===== config.mk =====
export PLATFORM = sky130hd
export DESIGN_NAME = periodic_sensor_timer_table
export DESIGN_NICKNAME = d
export VERILOG_FILES = /design/src/pst_pkg.sv /design/src/periodic_sensor_timer_table.sv /design/src/pst_table.sv
export SDC_FILE = /design/constraint.sdc
export NUM_CORES = 2
export LEC_CHECK = 0
export ABC_AREA = 1
export BUFFER_PORTS_ARGS = -buffer_cell sky130_fd_sc_hd__buf_2
export CAP_MARGIN = 25
export CORE_MARGIN = 4
export CORE_UTILIZATION = 35
export DETAILED_ROUTE_END_ITERATION = 8
export PLACE_DENSITY = 0.48
export SLEW_MARGIN = 5
export SYNTH_ARGS = -nofsm -noshare
export SYNTH_HDL_FRONTEND = slang
export SYNTH_SLANG_ARGS = --single-unit

===== constraint.sdc =====
create_clock -name clock -period 11.6 [get_ports clock]
set_input_delay 1.74 -clock clock [delete_from_list [all_inputs] [get_ports clock]]
set_output_delay 1.74 -clock clock [all_outputs]
set_load 0.01 [all_outputs]

===== src/pst_pkg.sv =====
// Shared types and constants for the periodic sensor timer table.
package pst_pkg;

   // Default sizes of the timer table.
   localparam int CHANNELS_DEF   = 16;
   localparam int COUNT_BITS_DEF = 32;

   // Fixed field widths of the request, response and register ports.
   localparam int FUNC_BITS   = 2;
   localparam int CHAN_BITS   = 4;
   localparam int PERIOD_BITS = 32;
   localparam int MASK_BITS   = 16;

   // Reset value of the present mask: every channel exists.
   localparam logic [MASK_BITS-1:0] PRESENT_RESET = 16'hFFFF;

   // Request function codes.
   typedef enum logic [FUNC_BITS-1:0] {
      FUNC_TICK    = 2'd0,
      FUNC_ENABLE  = 2'd1,
      FUNC_DISABLE = 2'd2,
      FUNC_ACK     = 2'd3
   } pst_func_type;

   // Sequencer states.
   typedef enum logic {
      ST_IDLE  = 1'b0,
      ST_SWEEP = 1'b1
   } pst_state_type;

   // Control from the sequencer to the counter table.
   typedef struct packed {
      logic rd_en;
      logic cd_we;
      logic rl_we;
      logic cd_from_period;
   } pst_tbl_ctl_type;

endpackage


===== src/periodic_sensor_timer_table.sv =====
// Top level of the periodic sensor timer table: command decode, sweep sequencer, flags.
//
//   Channel   Ports                                   Handshake
//   --------  --------------------------------------  ------------------------------
//   request   req_func, req_channel, req_period,      start high while busy is low
//             req_ack_mask
//   response  rsp_fired_mask, rsp_pending_mask,       rsp_strobe for one cycle
//             rsp_refresh_request, rsp_init_request,
//             rsp_accepted
//   register  csr_write_data (present mask)           csr_write_en, no wait
//
// Enable, disable and acknowledge requests leave busy low; the response strobes in the
// cycle after the request.
// A tick sweeps the countdown memory one entry a cycle through its single read port and
// holds busy for the whole sweep.
// Reset is synchronous and clears the flags at once; there is no clearing pass.
// The response cannot be stalled; each result is presented for exactly one cycle.
module periodic_sensor_timer_table #(
   parameter int CHANNELS   = pst_pkg::CHANNELS_DEF,
   parameter int COUNT_BITS = pst_pkg::COUNT_BITS_DEF
) (
   input  logic                              clock,
   input  logic                              reset,
   input  logic                              start,
   output logic                              busy,
   input  logic [pst_pkg::FUNC_BITS-1:0]     req_func,
   input  logic [pst_pkg::CHAN_BITS-1:0]     req_channel,
   input  logic [pst_pkg::PERIOD_BITS-1:0]   req_period,
   input  logic [pst_pkg::MASK_BITS-1:0]     req_ack_mask,
   output logic                              rsp_strobe,
   output logic [pst_pkg::MASK_BITS-1:0]     rsp_fired_mask,
   output logic [pst_pkg::MASK_BITS-1:0]     rsp_pending_mask,
   output logic                              rsp_refresh_request,
   output logic                              rsp_init_request,
   output logic                              rsp_accepted,
   input  logic                              csr_write_en,
   input  logic [pst_pkg::MASK_BITS-1:0]     csr_write_data
);

   localparam int IdxW  = (CHANNELS > 1) ? $clog2(CHANNELS) : 1;
   localparam int MaskW = pst_pkg::MASK_BITS;

   pst_pkg::pst_state_type   state_ff, state_in;
   pst_pkg::pst_func_type    func;
   pst_pkg::pst_tbl_ctl_type tbl_ctl;

   logic                 accept;
   logic                 tick_accept;
   logic                 last_proc;
   logic                 proc_en;
   logic                 ch_ok;
   logic                 ch_en;
   logic [5:0]           ch_ext;
   logic [5:0]           proc_ext;
   logic [MaskW-1:0]     ch_bit;
   logic [MaskW-1:0]     proc_bit;
   logic [MaskW-1:0]     fired_next;
   logic [IdxW-1:0]      rd_addr;
   logic [IdxW-1:0]      wr_addr;
   logic                 cnt_hit;

   logic [IdxW:0]        iss_ff, iss_in;
   logic                 proc_vld_ff, proc_vld_in;
   logic [IdxW-1:0]      proc_idx_ff, proc_idx_in;
   logic [MaskW-1:0]     fired_acc_ff, fired_acc_in;
   logic [MaskW-1:0]     enabled_ff, enabled_in;
   logic [MaskW-1:0]     init_ff, init_in;
   logic [MaskW-1:0]     pending_ff, pending_in;
   logic [MaskW-1:0]     present_ff, present_in;
   logic                 rsp_strobe_ff, rsp_strobe_in;
   logic [MaskW-1:0]     rsp_fired_ff, rsp_fired_in;
   logic [MaskW-1:0]     rsp_pending_ff, rsp_pending_in;
   logic                 rsp_init_ff, rsp_init_in;
   logic                 rsp_accepted_ff, rsp_accepted_in;

   // Request decode and channel lookups.
   always_comb begin
      func        = pst_pkg::pst_func_type'(req_func);
      accept      = start && !busy;
      tick_accept = accept && (func == pst_pkg::FUNC_TICK);
      ch_ext      = 6'(req_channel);
      ch_bit      = MaskW'(1) << req_channel;
      ch_ok       = (ch_ext < 6'(CHANNELS)) && present_ff[req_channel];
      ch_en       = enabled_ff[req_channel];
      proc_ext    = 6'(proc_idx_ff);
      proc_bit    = MaskW'(1) << proc_ext[3:0];
      proc_en     = proc_vld_ff && (proc_ext < 6'(MaskW)) && enabled_ff[proc_ext[3:0]];
      last_proc   = proc_vld_ff && (proc_idx_ff == IdxW'(CHANNELS - 1));
      fired_next  = fired_acc_ff | ((proc_en && cnt_hit) ? proc_bit : '0);
   end

   // Next state of the sequencer.
   always_comb begin
      state_in = state_ff;
      unique case (state_ff)
         pst_pkg::ST_IDLE: begin
            if (tick_accept) begin
               state_in = pst_pkg::ST_SWEEP;
            end
         end
         pst_pkg::ST_SWEEP: begin
            if (last_proc) begin
               state_in = pst_pkg::ST_IDLE;
            end
         end
         default: state_in = pst_pkg::ST_IDLE;
      endcase
   end

   // Sequencer outputs: busy flag and table port control.
   always_comb begin
      busy                   = 1'b0;
      tbl_ctl.rd_en          = 1'b0;
      tbl_ctl.cd_we          = 1'b0;
      tbl_ctl.rl_we          = 1'b0;
      tbl_ctl.cd_from_period = 1'b0;
      rd_addr                = '0;
      wr_addr                = proc_idx_ff;
      unique case (state_ff)
         pst_pkg::ST_IDLE: begin
            tbl_ctl.rd_en          = tick_accept;
            tbl_ctl.cd_from_period = 1'b1;
            tbl_ctl.rl_we          = accept && (func == pst_pkg::FUNC_ENABLE) && ch_ok;
            tbl_ctl.cd_we          = tbl_ctl.rl_we && !ch_en;
            wr_addr                = ch_ext[IdxW-1:0];
         end
         pst_pkg::ST_SWEEP: begin
            busy          = 1'b1;
            tbl_ctl.rd_en = (iss_ff < (IdxW + 1)'(CHANNELS));
            rd_addr       = iss_ff[IdxW-1:0];
            tbl_ctl.cd_we = proc_en;
         end
         default: begin
            busy = 1'b0;
         end
      endcase
   end

   // Sweep counters, flag updates and the response register contents.
   always_comb begin
      iss_in          = iss_ff;
      proc_vld_in     = 1'b0;
      proc_idx_in     = proc_idx_ff;
      fired_acc_in    = fired_next;
      enabled_in      = enabled_ff;
      init_in         = init_ff;
      pending_in      = pending_ff;
      present_in      = csr_write_en ? csr_write_data : present_ff;
      rsp_strobe_in   = 1'b0;
      rsp_fired_in    = '0;
      rsp_init_in     = 1'b0;
      rsp_accepted_in = 1'b1;

      if (state_ff == pst_pkg::ST_IDLE) begin
         if (tick_accept) begin
            iss_in       = (IdxW + 1)'(1);
            proc_vld_in  = 1'b1;
            proc_idx_in  = '0;
            fired_acc_in = '0;
         end
      end else begin
         if (iss_ff < (IdxW + 1)'(CHANNELS)) begin
            proc_vld_in = 1'b1;
            proc_idx_in = iss_ff[IdxW-1:0];
            iss_in      = iss_ff + (IdxW + 1)'(1);
         end
      end

      // Commands other than a tick finish in the cycle they are accepted.
      if (accept && !tick_accept) begin
         rsp_strobe_in = 1'b1;
         unique case (func)
            pst_pkg::FUNC_ENABLE: begin
               if (!ch_ok) begin
                  rsp_accepted_in = 1'b0;
               end else if (!ch_en) begin
                  enabled_in  = enabled_ff | ch_bit;
                  init_in     = init_ff | ch_bit;
                  rsp_init_in = !init_ff[req_channel];
               end
            end
            pst_pkg::FUNC_DISABLE: begin
               if (!ch_ok) begin
                  rsp_accepted_in = 1'b0;
               end else begin
                  enabled_in = enabled_ff & ~ch_bit;
                  pending_in = pending_ff & ~ch_bit;
               end
            end
            pst_pkg::FUNC_ACK: begin
               pending_in = pending_ff & ~req_ack_mask;
            end
            default: begin
               rsp_accepted_in = 1'b1;
            end
         endcase
      end

      // The last entry of a sweep closes the tick.
      if (last_proc) begin
         rsp_strobe_in = 1'b1;
         rsp_fired_in  = fired_next;
         pending_in    = pending_ff | fired_next;
      end

      rsp_pending_in = pending_in;
   end

   // Control registers.
   always_ff @(posedge clock) begin
      if (reset) begin
         state_ff      <= pst_pkg::ST_IDLE;
         iss_ff        <= '0;
         proc_vld_ff   <= 1'b0;
         enabled_ff    <= '0;
         init_ff       <= '0;
         pending_ff    <= '0;
         present_ff    <= pst_pkg::PRESENT_RESET;
         rsp_strobe_ff <= 1'b0;
      end else begin
         state_ff      <= state_in;
         iss_ff        <= iss_in;
         proc_vld_ff   <= proc_vld_in;
         enabled_ff    <= enabled_in;
         init_ff       <= init_in;
         pending_ff    <= pending_in;
         present_ff    <= present_in;
         rsp_strobe_ff <= rsp_strobe_in;
      end
   end

   // Payload registers.
   always_ff @(posedge clock) begin
      proc_idx_ff     <= proc_idx_in;
      fired_acc_ff    <= fired_acc_in;
      rsp_fired_ff    <= rsp_fired_in;
      rsp_pending_ff  <= rsp_pending_in;
      rsp_init_ff     <= rsp_init_in;
      rsp_accepted_ff <= rsp_accepted_in;
   end

   // Countdown and reload storage.
   pst_table #(
      .DEPTH      (CHANNELS),
      .COUNT_BITS (COUNT_BITS),
      .ADDR_BITS  (IdxW)
   ) u_table (
      .clock    (clock),
      .ctl      (tbl_ctl),
      .rd_addr  (rd_addr),
      .wr_addr  (wr_addr),
      .period   (req_period[COUNT_BITS-1:0]),
      .cnt_hit  (cnt_hit)
   );

   assign rsp_strobe          = rsp_strobe_ff;
   assign rsp_fired_mask      = rsp_fired_ff;
   assign rsp_pending_mask    = rsp_pending_ff;
   assign rsp_refresh_request = (rsp_pending_ff != '0);
   assign rsp_init_request    = rsp_init_ff;
   assign rsp_accepted        = rsp_accepted_ff;

   // A command other than a tick answers in the very next cycle.
   a_cmd_answer: assert property (@(posedge clock) disable iff (reset)
      (start && !busy && req_func != pst_pkg::FUNC_TICK) |=> rsp_strobe)
      else $error("command response missing");

   // Busy only rises after an accepted tick.
   a_busy_rise: assert property (@(posedge clock) disable iff (reset)
      $rose(busy) |-> $past(start && req_func == pst_pkg::FUNC_TICK))
      else $error("busy rose without a tick");

   // Every channel that fired is pending in the same response.
   a_fired_pending: assert property (@(posedge clock) disable iff (reset)
      rsp_strobe |-> ((rsp_fired_mask & ~rsp_pending_mask) == '0))
      else $error("fired channel not pending");

   // An init request is only given for an accepted enable.
   a_init_ok: assert property (@(posedge clock) disable iff (reset)
      (rsp_strobe && rsp_init_request) |-> rsp_accepted)
      else $error("init request on refused command");

   // The countdown is written while idle only by an accepted enable.
   a_idle_write: assert property (@(posedge clock) disable iff (reset)
      (tbl_ctl.cd_we && !busy) |-> (accept && func == pst_pkg::FUNC_ENABLE))
      else $error("stray countdown write");

endmodule


===== src/pst_table.sv =====
// Countdown and reload memories with the per-entry decrement and reload logic.
module pst_table #(
   parameter int DEPTH      = pst_pkg::CHANNELS_DEF,
   parameter int COUNT_BITS = pst_pkg::COUNT_BITS_DEF,
   parameter int ADDR_BITS  = (DEPTH > 1) ? $clog2(DEPTH) : 1
) (
   input  logic                          clock,
   input  pst_pkg::pst_tbl_ctl_type      ctl,
   input  logic [ADDR_BITS-1:0]          rd_addr,
   input  logic [ADDR_BITS-1:0]          wr_addr,
   input  logic [COUNT_BITS-1:0]         period,
   output logic                          cnt_hit
);

   logic [COUNT_BITS-1:0] cd_mem [DEPTH];
   logic [COUNT_BITS-1:0] rl_mem [DEPTH];
   logic [COUNT_BITS-1:0] cd_rd_ff;
   logic [COUNT_BITS-1:0] rl_rd_ff;
   logic [COUNT_BITS-1:0] cd_dec;
   logic [COUNT_BITS-1:0] cnt_next;
   logic [COUNT_BITS-1:0] cd_wdata;

   // Synchronous read port; the read data is registered.
   always_ff @(posedge clock) begin
      if (ctl.rd_en) begin
         cd_rd_ff <= cd_mem[rd_addr];
         rl_rd_ff <= rl_mem[rd_addr];
      end
   end

   // Decrement modulo the counter width; a zero result reloads and fires.
   always_comb begin
      cd_dec   = cd_rd_ff - COUNT_BITS'(1);
      cnt_hit  = (cd_dec == '0);
      cnt_next = cnt_hit ? rl_rd_ff : cd_dec;
      cd_wdata = ctl.cd_from_period ? period : cnt_next;
   end

   // Sweeps write back the countdown; an enable loads the reload, both if off.
   always_ff @(posedge clock) begin
      if (ctl.cd_we) begin
         cd_mem[wr_addr] <= cd_wdata;
      end
      if (ctl.rl_we) begin
         rl_mem[wr_addr] <= period;
      end
   end

endmodule

After elaboration in Yosys (flattened, before gate mapping)
Memory sizes are Yosys's and may differ from the RTL's. A register that Yosys moved wholly into a read port is not among the register bits.
Cells that the tools add are included.
{"block": "totals", "regBits": 126, "ramBits": 1024, "inputBits": 74, "out_inout_bits": 37, "elab_cells": 113, "mem_count": 2}
{"name": "u_table.cd_mem", "words": 16, "width": 32, "rd": 1, "rd_clocked_by_memory_dff": 1, "wr": 1, "line_no": "pst_table.sv:15", "text": "logic [COUNT_BITS-1:0] cd_mem [DEPTH];"}
{"name": "u_table.rl_mem", "words": 16, "width": 32, "rd": 1, "rd_clocked_by_memory_dff": 1, "wr": 1, "line_no": "pst_table.sv:16", "text": "logic [COUNT_BITS-1:0] rl_mem [DEPTH];"}
{"block": "op_classes", "add_sub_neg": 2, "order_cmp": 3, "eq_ne": 8, "shift": 2, "n_mux": 44, "bitwise": 14, "reduce_logical": 24}
{"operator": "2-to-1 mux 16 bit", "count": 9}
{"operator": "2-to-1 mux 32 bit", "count": 2}
{"operator": "bitwise OR 16 bit", "count": 4}
{"operator": "one-hot mux 16 bit (2 select lines)", "count": 2}
{"operator": "AND 16 bit", "count": 3}
{"operator": "logical NOT 32 bit", "count": 1}
{"operator": "inverter 16 bit", "count": 2}
{"operator": "left shift 1 x 4 -> 16 bit, first input constant", "count": 2}
{"operator": "subtractor 32 x 1 -> 32 bit, second input constant", "count": 1}
{"operator": "2-to-1 mux 4 bit", "count": 5}
{"operator": "binary-select mux 1 bit (select 4 bit)", "count": 4}
{"operator": "2-to-1 mux 1 bit", "count": 16}
{"operator": "nonzero test 16 bit", "count": 1}
{"operator": "2-to-1 mux 5 bit", "count": 3}
{"operator": "less-than comparator 4 x 5 -> 1 bit, second input constant", "count": 2}
{"operator": "logical AND 1 bit", "count": 9}
{"operator": "inequality test 2 bit, second input constant", "count": 3}
{"operator": "adder 5 x 1 -> 5 bit, second input constant", "count": 1}
{"operator": "less-than comparator 5 bit, second input constant", "count": 1}
{"operator": "inverter 1 bit", "count": 5}
{"operator": "AND reduction 5 bit", "count": 1}
{"operator": "equality test 2 bit, second input constant", "count": 2}
{"operator": "equality test 4 bit, second input constant", "count": 1}
{"operator": "logical NOT 1 bit", "count": 4}
{"operator": "other kinds (11)", "count": 13}

Longest topological paths before layout
{"block": "depth", "depth_word": 9, "mapped_depth": 17, "ltp_nobuf": 16}

Modules after synthesis
Synthesis repeated with hierarchy kept, for this count alone.
{"block": "unflattened", "hier_cells": 4203, "hier_area_um2": 51005.2}
{"module": "pst_table", "n_inst": 1, "cells_per_inst": 3306, "area_each_um2": 44821.7, "seq_area_each_um2": 32671.3}
{"module": "periodic_sensor_timer_table", "n_inst": 1, "cells_per_inst": 897, "area_each_um2": 6183.4, "seq_area_each_um2": 2562.5}

Least setup slack after synthesis
OpenSTA, ideal clock, no wires.
{"block": "synth_timing", "kind": "input-to-reg", "from": "input req_func[0] (netlist bit)", "to": "register iss_ff[3]", "setup_time_ns": 0.128, "arrival_time_ns": 4.906, "required_time_ns": 11.472, "setup_slack_ns": 6.566, "path_stages": 6, "path_buffers": 0, "path_cell_list": "inv_1 ha_1 nand2_1 o21ai_1 and3_1 nor3_1"}
{"block": "synth_via", "elab_chain_len": 4}
{"element": "from (decl)", "line_no": "periodic_sensor_timer_table.sv:26", "text": "input logic [pst_pkg::FUNC_BITS-1:0] req_func,"}
{"element": "logical NOT 2 bit", "line_no": "periodic_sensor_timer_table.sv:80", "text": "tick_accept = accept && (func == pst_pkg::FUNC_TICK);"}
{"element": "logical AND 1 bit", "line_no": "periodic_sensor_timer_table.sv:80"}
{"element": "nonzero test 2 bit (no line)"}
{"element": "AND reduction 2 bit (no line)"}
{"element": "to (signal assigned)", "line_no": "periodic_sensor_timer_table.sv:222", "text": "iss_ff <= iss_in;"}
{"element": "to (decl)", "line_no": "periodic_sensor_timer_table.sv:62", "text": "logic [IdxW:0] iss_ff, iss_in;"}
No other way between the ends.
A chain may end at the register's enable or synchronous reset.

Worst setup path after layout
{"block": "layout_timing", "from": "input req_channel[1] (netlist bit)", "to": "memory u_table.rl_mem[9][3] (netlist bit) (enable)"}
{"block": "layout_via", "elab_chain_len": 6, "word_cells_on_any_way": 7, "cone_classes": "mux: 6; reduce/logical: 1"}
{"element": "from (decl)", "line_no": "periodic_sensor_timer_table.sv:27", "text": "input logic [pst_pkg::CHAN_BITS-1:0] req_channel,"}
{"element": "binary-select mux 1 bit (select 4 bit)", "line_no": "periodic_sensor_timer_table.sv:83", "text": "ch_ok = (ch_ext < 6'(CHANNELS)) && present_ff[req_channel];"}
{"element": "2-to-1 mux 1 bit (implied by the code)", "line_no": "periodic_sensor_timer_table.sv:83"}
{"element": "logical AND 1 bit", "line_no": "periodic_sensor_timer_table.sv:123", "text": "tbl_ctl.rl_we = accept && (func == pst_pkg::FUNC_ENABLE) && ch_ok;"}
{"element": "2-to-1 mux 2 bit", "line_no": "periodic_sensor_timer_table.sv:119", "text": "unique case (state_ff)"}
{"element": "2-to-1 mux 1 bit", "line_no": "pst_table.sv:44", "text": "if (ctl.rl_we) begin"}
{"element": "2-to-1 mux 1 bit (implied by the code)", "line_no": "pst_table.sv:45", "text": "rl_mem[wr_addr] <= period;"}
{"element": "to (decl)", "line_no": "pst_table.sv:16"}
Parallel ways exist; a longest one is shown, timed or not. The select of a mux whose other input is x is not followed.

==> qor.yml <==
status:
  status: "completed"
clocking:
  worstSkewPairLatency_ns: 0.76
  cts.sinks: 1214
  clk_pin_slew_ns: 0.06
  numCtsBuffers: 132
  cts.repair.resized: 0
  tritoncts: "yes"
  cts_max_level: 4
  clk_path_buf_depth: 3
  cts_root_buf: "clkbuf_16"
  cts-hold-fix-buffers: 0
  postCtsSetupRepairBufs: 0
die:
  io_pins: 111
  fp.dieH_um: 381.8
  start_util_pct: 35.38
  die-area_mm2: 0.1457
  chipWidth_um: 381.8
  rows: 136
  fp.coreArea_mm2: 0.1382
sta:
  setup-violations-final: 0
  fmax_mhz: 217.0
  tightestPinTransition_ns: 1.188
  timing.final.max_slew_violations: 0
  fin_skew_ns: 0.02620
  timing_hold_violations_final: 0
  rsz0062_at_grt: "false"
  fin_crit_sh_pct: 39.72
  slew_headroom_pct: 20.77
  setup_tns_ns: 0
  fin_crit_ns: 4.608
yosys:
  muxShareOfSynthArea_pct: 0
  postSynthAreaPerCell_um2: 12.19
  ys_seq_area_share_pct: 72.06
  synth_xor_xnor_area_share_pct: 0.2303
  async_flop_share_pct: 0
  synth-seq-cells: 1214
  synth_fa_ha_area_share_pct: 0.1791
  synth_fp_nets: 4091
  synth_edf_count: 1092
  synthCells: 4010
  yosysWarnings: 0
  synthSimpleGateAreaFrac_pct: 10.48
  ys.flop_type: "edfxtp_1"
  ys_types: 46
  synth_top_family_by_area: "compound AO/OA/AOI/OAI gates"
  synth_compound_area_share_pct: 13.52
  syn_area_mm2: 0.04889
global_route:
  grt_pass1_wl_um: 207900
  grt_use_met1_pct: 27.88
  grt_max_degree: 174
  grt_use_met2_pct: 29.00
  globalRoute.totalOverflow: 0
  grt_pass1_vias: 31110
  grt_usage_pct: 18.92
  use_met3_pct: 3.286
  antenna_found_initial: 5
  grt_busiest_layer: "met2"
cells_and_area:
  n_fill_cell: 13170
  area_delta_synth_final_pct: 14.02
  fin_nets: 4145
  drive_gt1_share_pct: 11.32
  fin_util_pct: 40.35
setup_path:
  crit_type: "in2reg"
  crit_arrival_ns: 5.01
  required_ns: 12.00
  crit_path_end_kind: "flip-flop"
  critPathMaxFanout: 26
  start_kind: "primary input"
power:
  vdd_drop_max_mv: 0.1266
  powerDensity_mw_per_mm2: 163.5
  power.leakage_nw: 18.39
detailed_routing:
  ant_nets: 0
  post-route-drc-count: 0
  wl_per_cell_um: 23.41
  vias: 32180
  first_pass_iters: 5
  drt_iter0_drc: 2865
  drt_wl_total_um: 141200
  vias_per_cell: 5.333
placement:
  io_buffers: 110
  post-dp-hpwl_um: 78900
  globalplace.congestion: 0.8200
run:
  drv_cap: 0
min_path:
  hold_class: "reg2reg"
cell type report:
class | count | area [µm²] | share of cell area [%]
diodes | 2 | 5.005 | 0.008978
flip-flops and latches | 1214 | 35240 | 63.20
multi-input cells | 2361 | 12250 | 21.98
clock buffers | 163 | 3536 | 6.343
clock inverters | 75 | 462.9 | 0.8304
inverters | 175 | 689.4 | 1.237
well taps | 1863 | 2331 | 4.181
repair buffers | 180 | 1234 | 2.213
worst max-delay path, stage by stage:
cell and delay, ns:
buf_2 0.14, nor2_1 0.49, a22oi_1 0.20, nand2_1 0.12, nand2_1 0.05, o21ai_1 0.10, nand2_1 0.16, nand2_2 0.40
nand3_2 0.32, buf_12 0.27, nor2_4 0.52, buf_4 0.46
cells by family (layout without fill, tap and decap cells):
| family | Yosys count | in the layout |
|---|---|---|
| flip-flops | 1214 | 1214 |
| XOR/XNOR | 12 | 12 |
| adder cells (fa/ha/maj) | 7 | 7 |
| AO/OA/AOI/OAI | 1093 | 1093 |
| buffers and inverters | 435 | 593 |
| AND/OR/NAND/NOR | 1249 | 1249 |
| other | 0 | 2 |
sequential cells by signal, summed over array words and instances (netlist names), named ones only:
signal / cells
u_table.cd_mem: 512
u_table.rl_mem: 512
u_table.cd_rd_ff: 32
u_table.rl_rd_ff: 32
fired_acc_ff: 16
init_ff: 16
pending_ff: 16
present_ff: 16
rsp_fired_mask: 16
rsp_pending_mask: 16
iss_ff: 5
proc_idx_ff: 4
proc_vld_ff: 1
rsp_accepted: 1
rsp_init_request: 1
rsp_strobe: 1
state_ff: 1
worst paths after layout:
path	cells past startpoint	slack (ns)	from	to
worst min-delay path	2	0.45	pending_ff[0]	rsp_pending_mask[0]
worst max-delay path	12	6.99	req_channel[1]	u_table.rl_mem[9][3]
worst min register to register	2	0.45	pending_ff[0]	rsp_pending_mask[0]
worst max register to register	15	7.38	u_table.cd_rd_ff[0]	u_table.cd_mem[12][24]
cell usage after synthesis (2+ instances only):
cell / instances / share of area [%]
inv_1: 163 / 1.3
a21boi_0: 16 / 0.25
o21ai_1: 41 / 0.42
dfxtp_1: 122 / 5.0
o211ai_1: 133 / 2.0
a221oi_1: 4 / 0.072
buf_2: 6 / 0.061
o21ai_0: 552 / 5.7
o22ai_1: 136 / 1.7
clkinv_1: 5 / 0.038
edfxtp_1: 1092 / 67
nor2_2: 8 / 0.10
a21oi_1: 54 / 0.55
o21ai_2: 2 / 0.036
o311ai_0: 2 / 0.036
a21oi_2: 10 / 0.18
nand2_1: 403 / 3.1
nor2_4: 3 / 0.069
o221ai_1: 129 / 2.3
nor4_1: 4 / 0.051
nand3_2: 3 / 0.061
nand4_1: 42 / 0.54
nand3b_1: 4 / 0.061
nand2_2: 18 / 0.23
ha_1: 7 / 0.18
nor3_1: 47 / 0.48
o21a_1: 4 / 0.061
nand2_4: 4 / 0.092
buf_1: 14 / 0.11
xnor2_1: 3 / 0.054
xor2_1: 8 / 0.14
nor2_1: 663 / 5.1
a22oi_1: 8 / 0.12
nor2_8: 3 / 0.12
buf_6: 8 / 0.18
clkbuf_1: 229 / 1.8
inv_2: 7 / 0.054
nand3_1: 44 / 0.45
buf_4: 2 / 0.031
power by group:
| part | switching (mW) | leakage, nW | internal (mW) | total (mW) |
|---|---|---|---|---|
| Clock | 1.73 | 1.97 | 2.21 | 3.95 |
| Combinational | 0.276 | 5.59 | 0.0623 | 0.339 |
| Sequential | 0.0179 | 10.8 | 4.81 | 4.83 |
| Total | 2.03 | 18.4 | 7.09 | 9.11 |
cells in the final DEF (no fill, tap or decap), types with 13 or more instances in the layout:
cell type	count
nand2_1	400
clkbuf_16	137
dfxtp_1	121
nand2_2	18
clkinv_2	22
nor2_1	631
buf_2	110
a21oi_1	54
inv_1	160
clkinv_1	38
o21ai_1	29
o21ai_2	13
buf_4	58
o221ai_1	129
o22ai_1	136
o211ai_1	133
a21boi_0	16
nor3_1	47
nor2_4	35
edfxtp_1	1092
nand3_1	44
nand4_1	42
clkbuf_1	25
o21ai_0	552
layer usage:
layer | vias up | routed length, µm
li1 | 14840 | -
met2 | 949 | 63630
met1 | 16190 | 66650
met4 | 2 | 2829
met5 | - | 7
met3 | 194 | 8090
metrics by stage:
| stage | setup slack, ns | cells | power [mW] | instance area, µm² | hold slack [ns] |
|---|---|---|---|---|---|
| 3_3_place_gp | 5.367 | 5781 | 5.259 | 51520 | 0.4346 |
| 6_report | 6.992 | 6033 | 9.115 | 55750 | 0.4477 |
| 2_1_floorplan | 6.566 | 4010 | 5.083 | 48890 | 0.4213 |
| 5_1_grt | 6.792 | 6031 | 9.431 | 55740 | 0.4635 |
| 4_1_cts | 6.053 | 6023 | 9.211 | 55580 | 0.4496 |
| 3_5_place_dp | 5.259 | 5785 | 5.261 | 51580 | 0.4349 |
(Power assumes the default switching activity.)
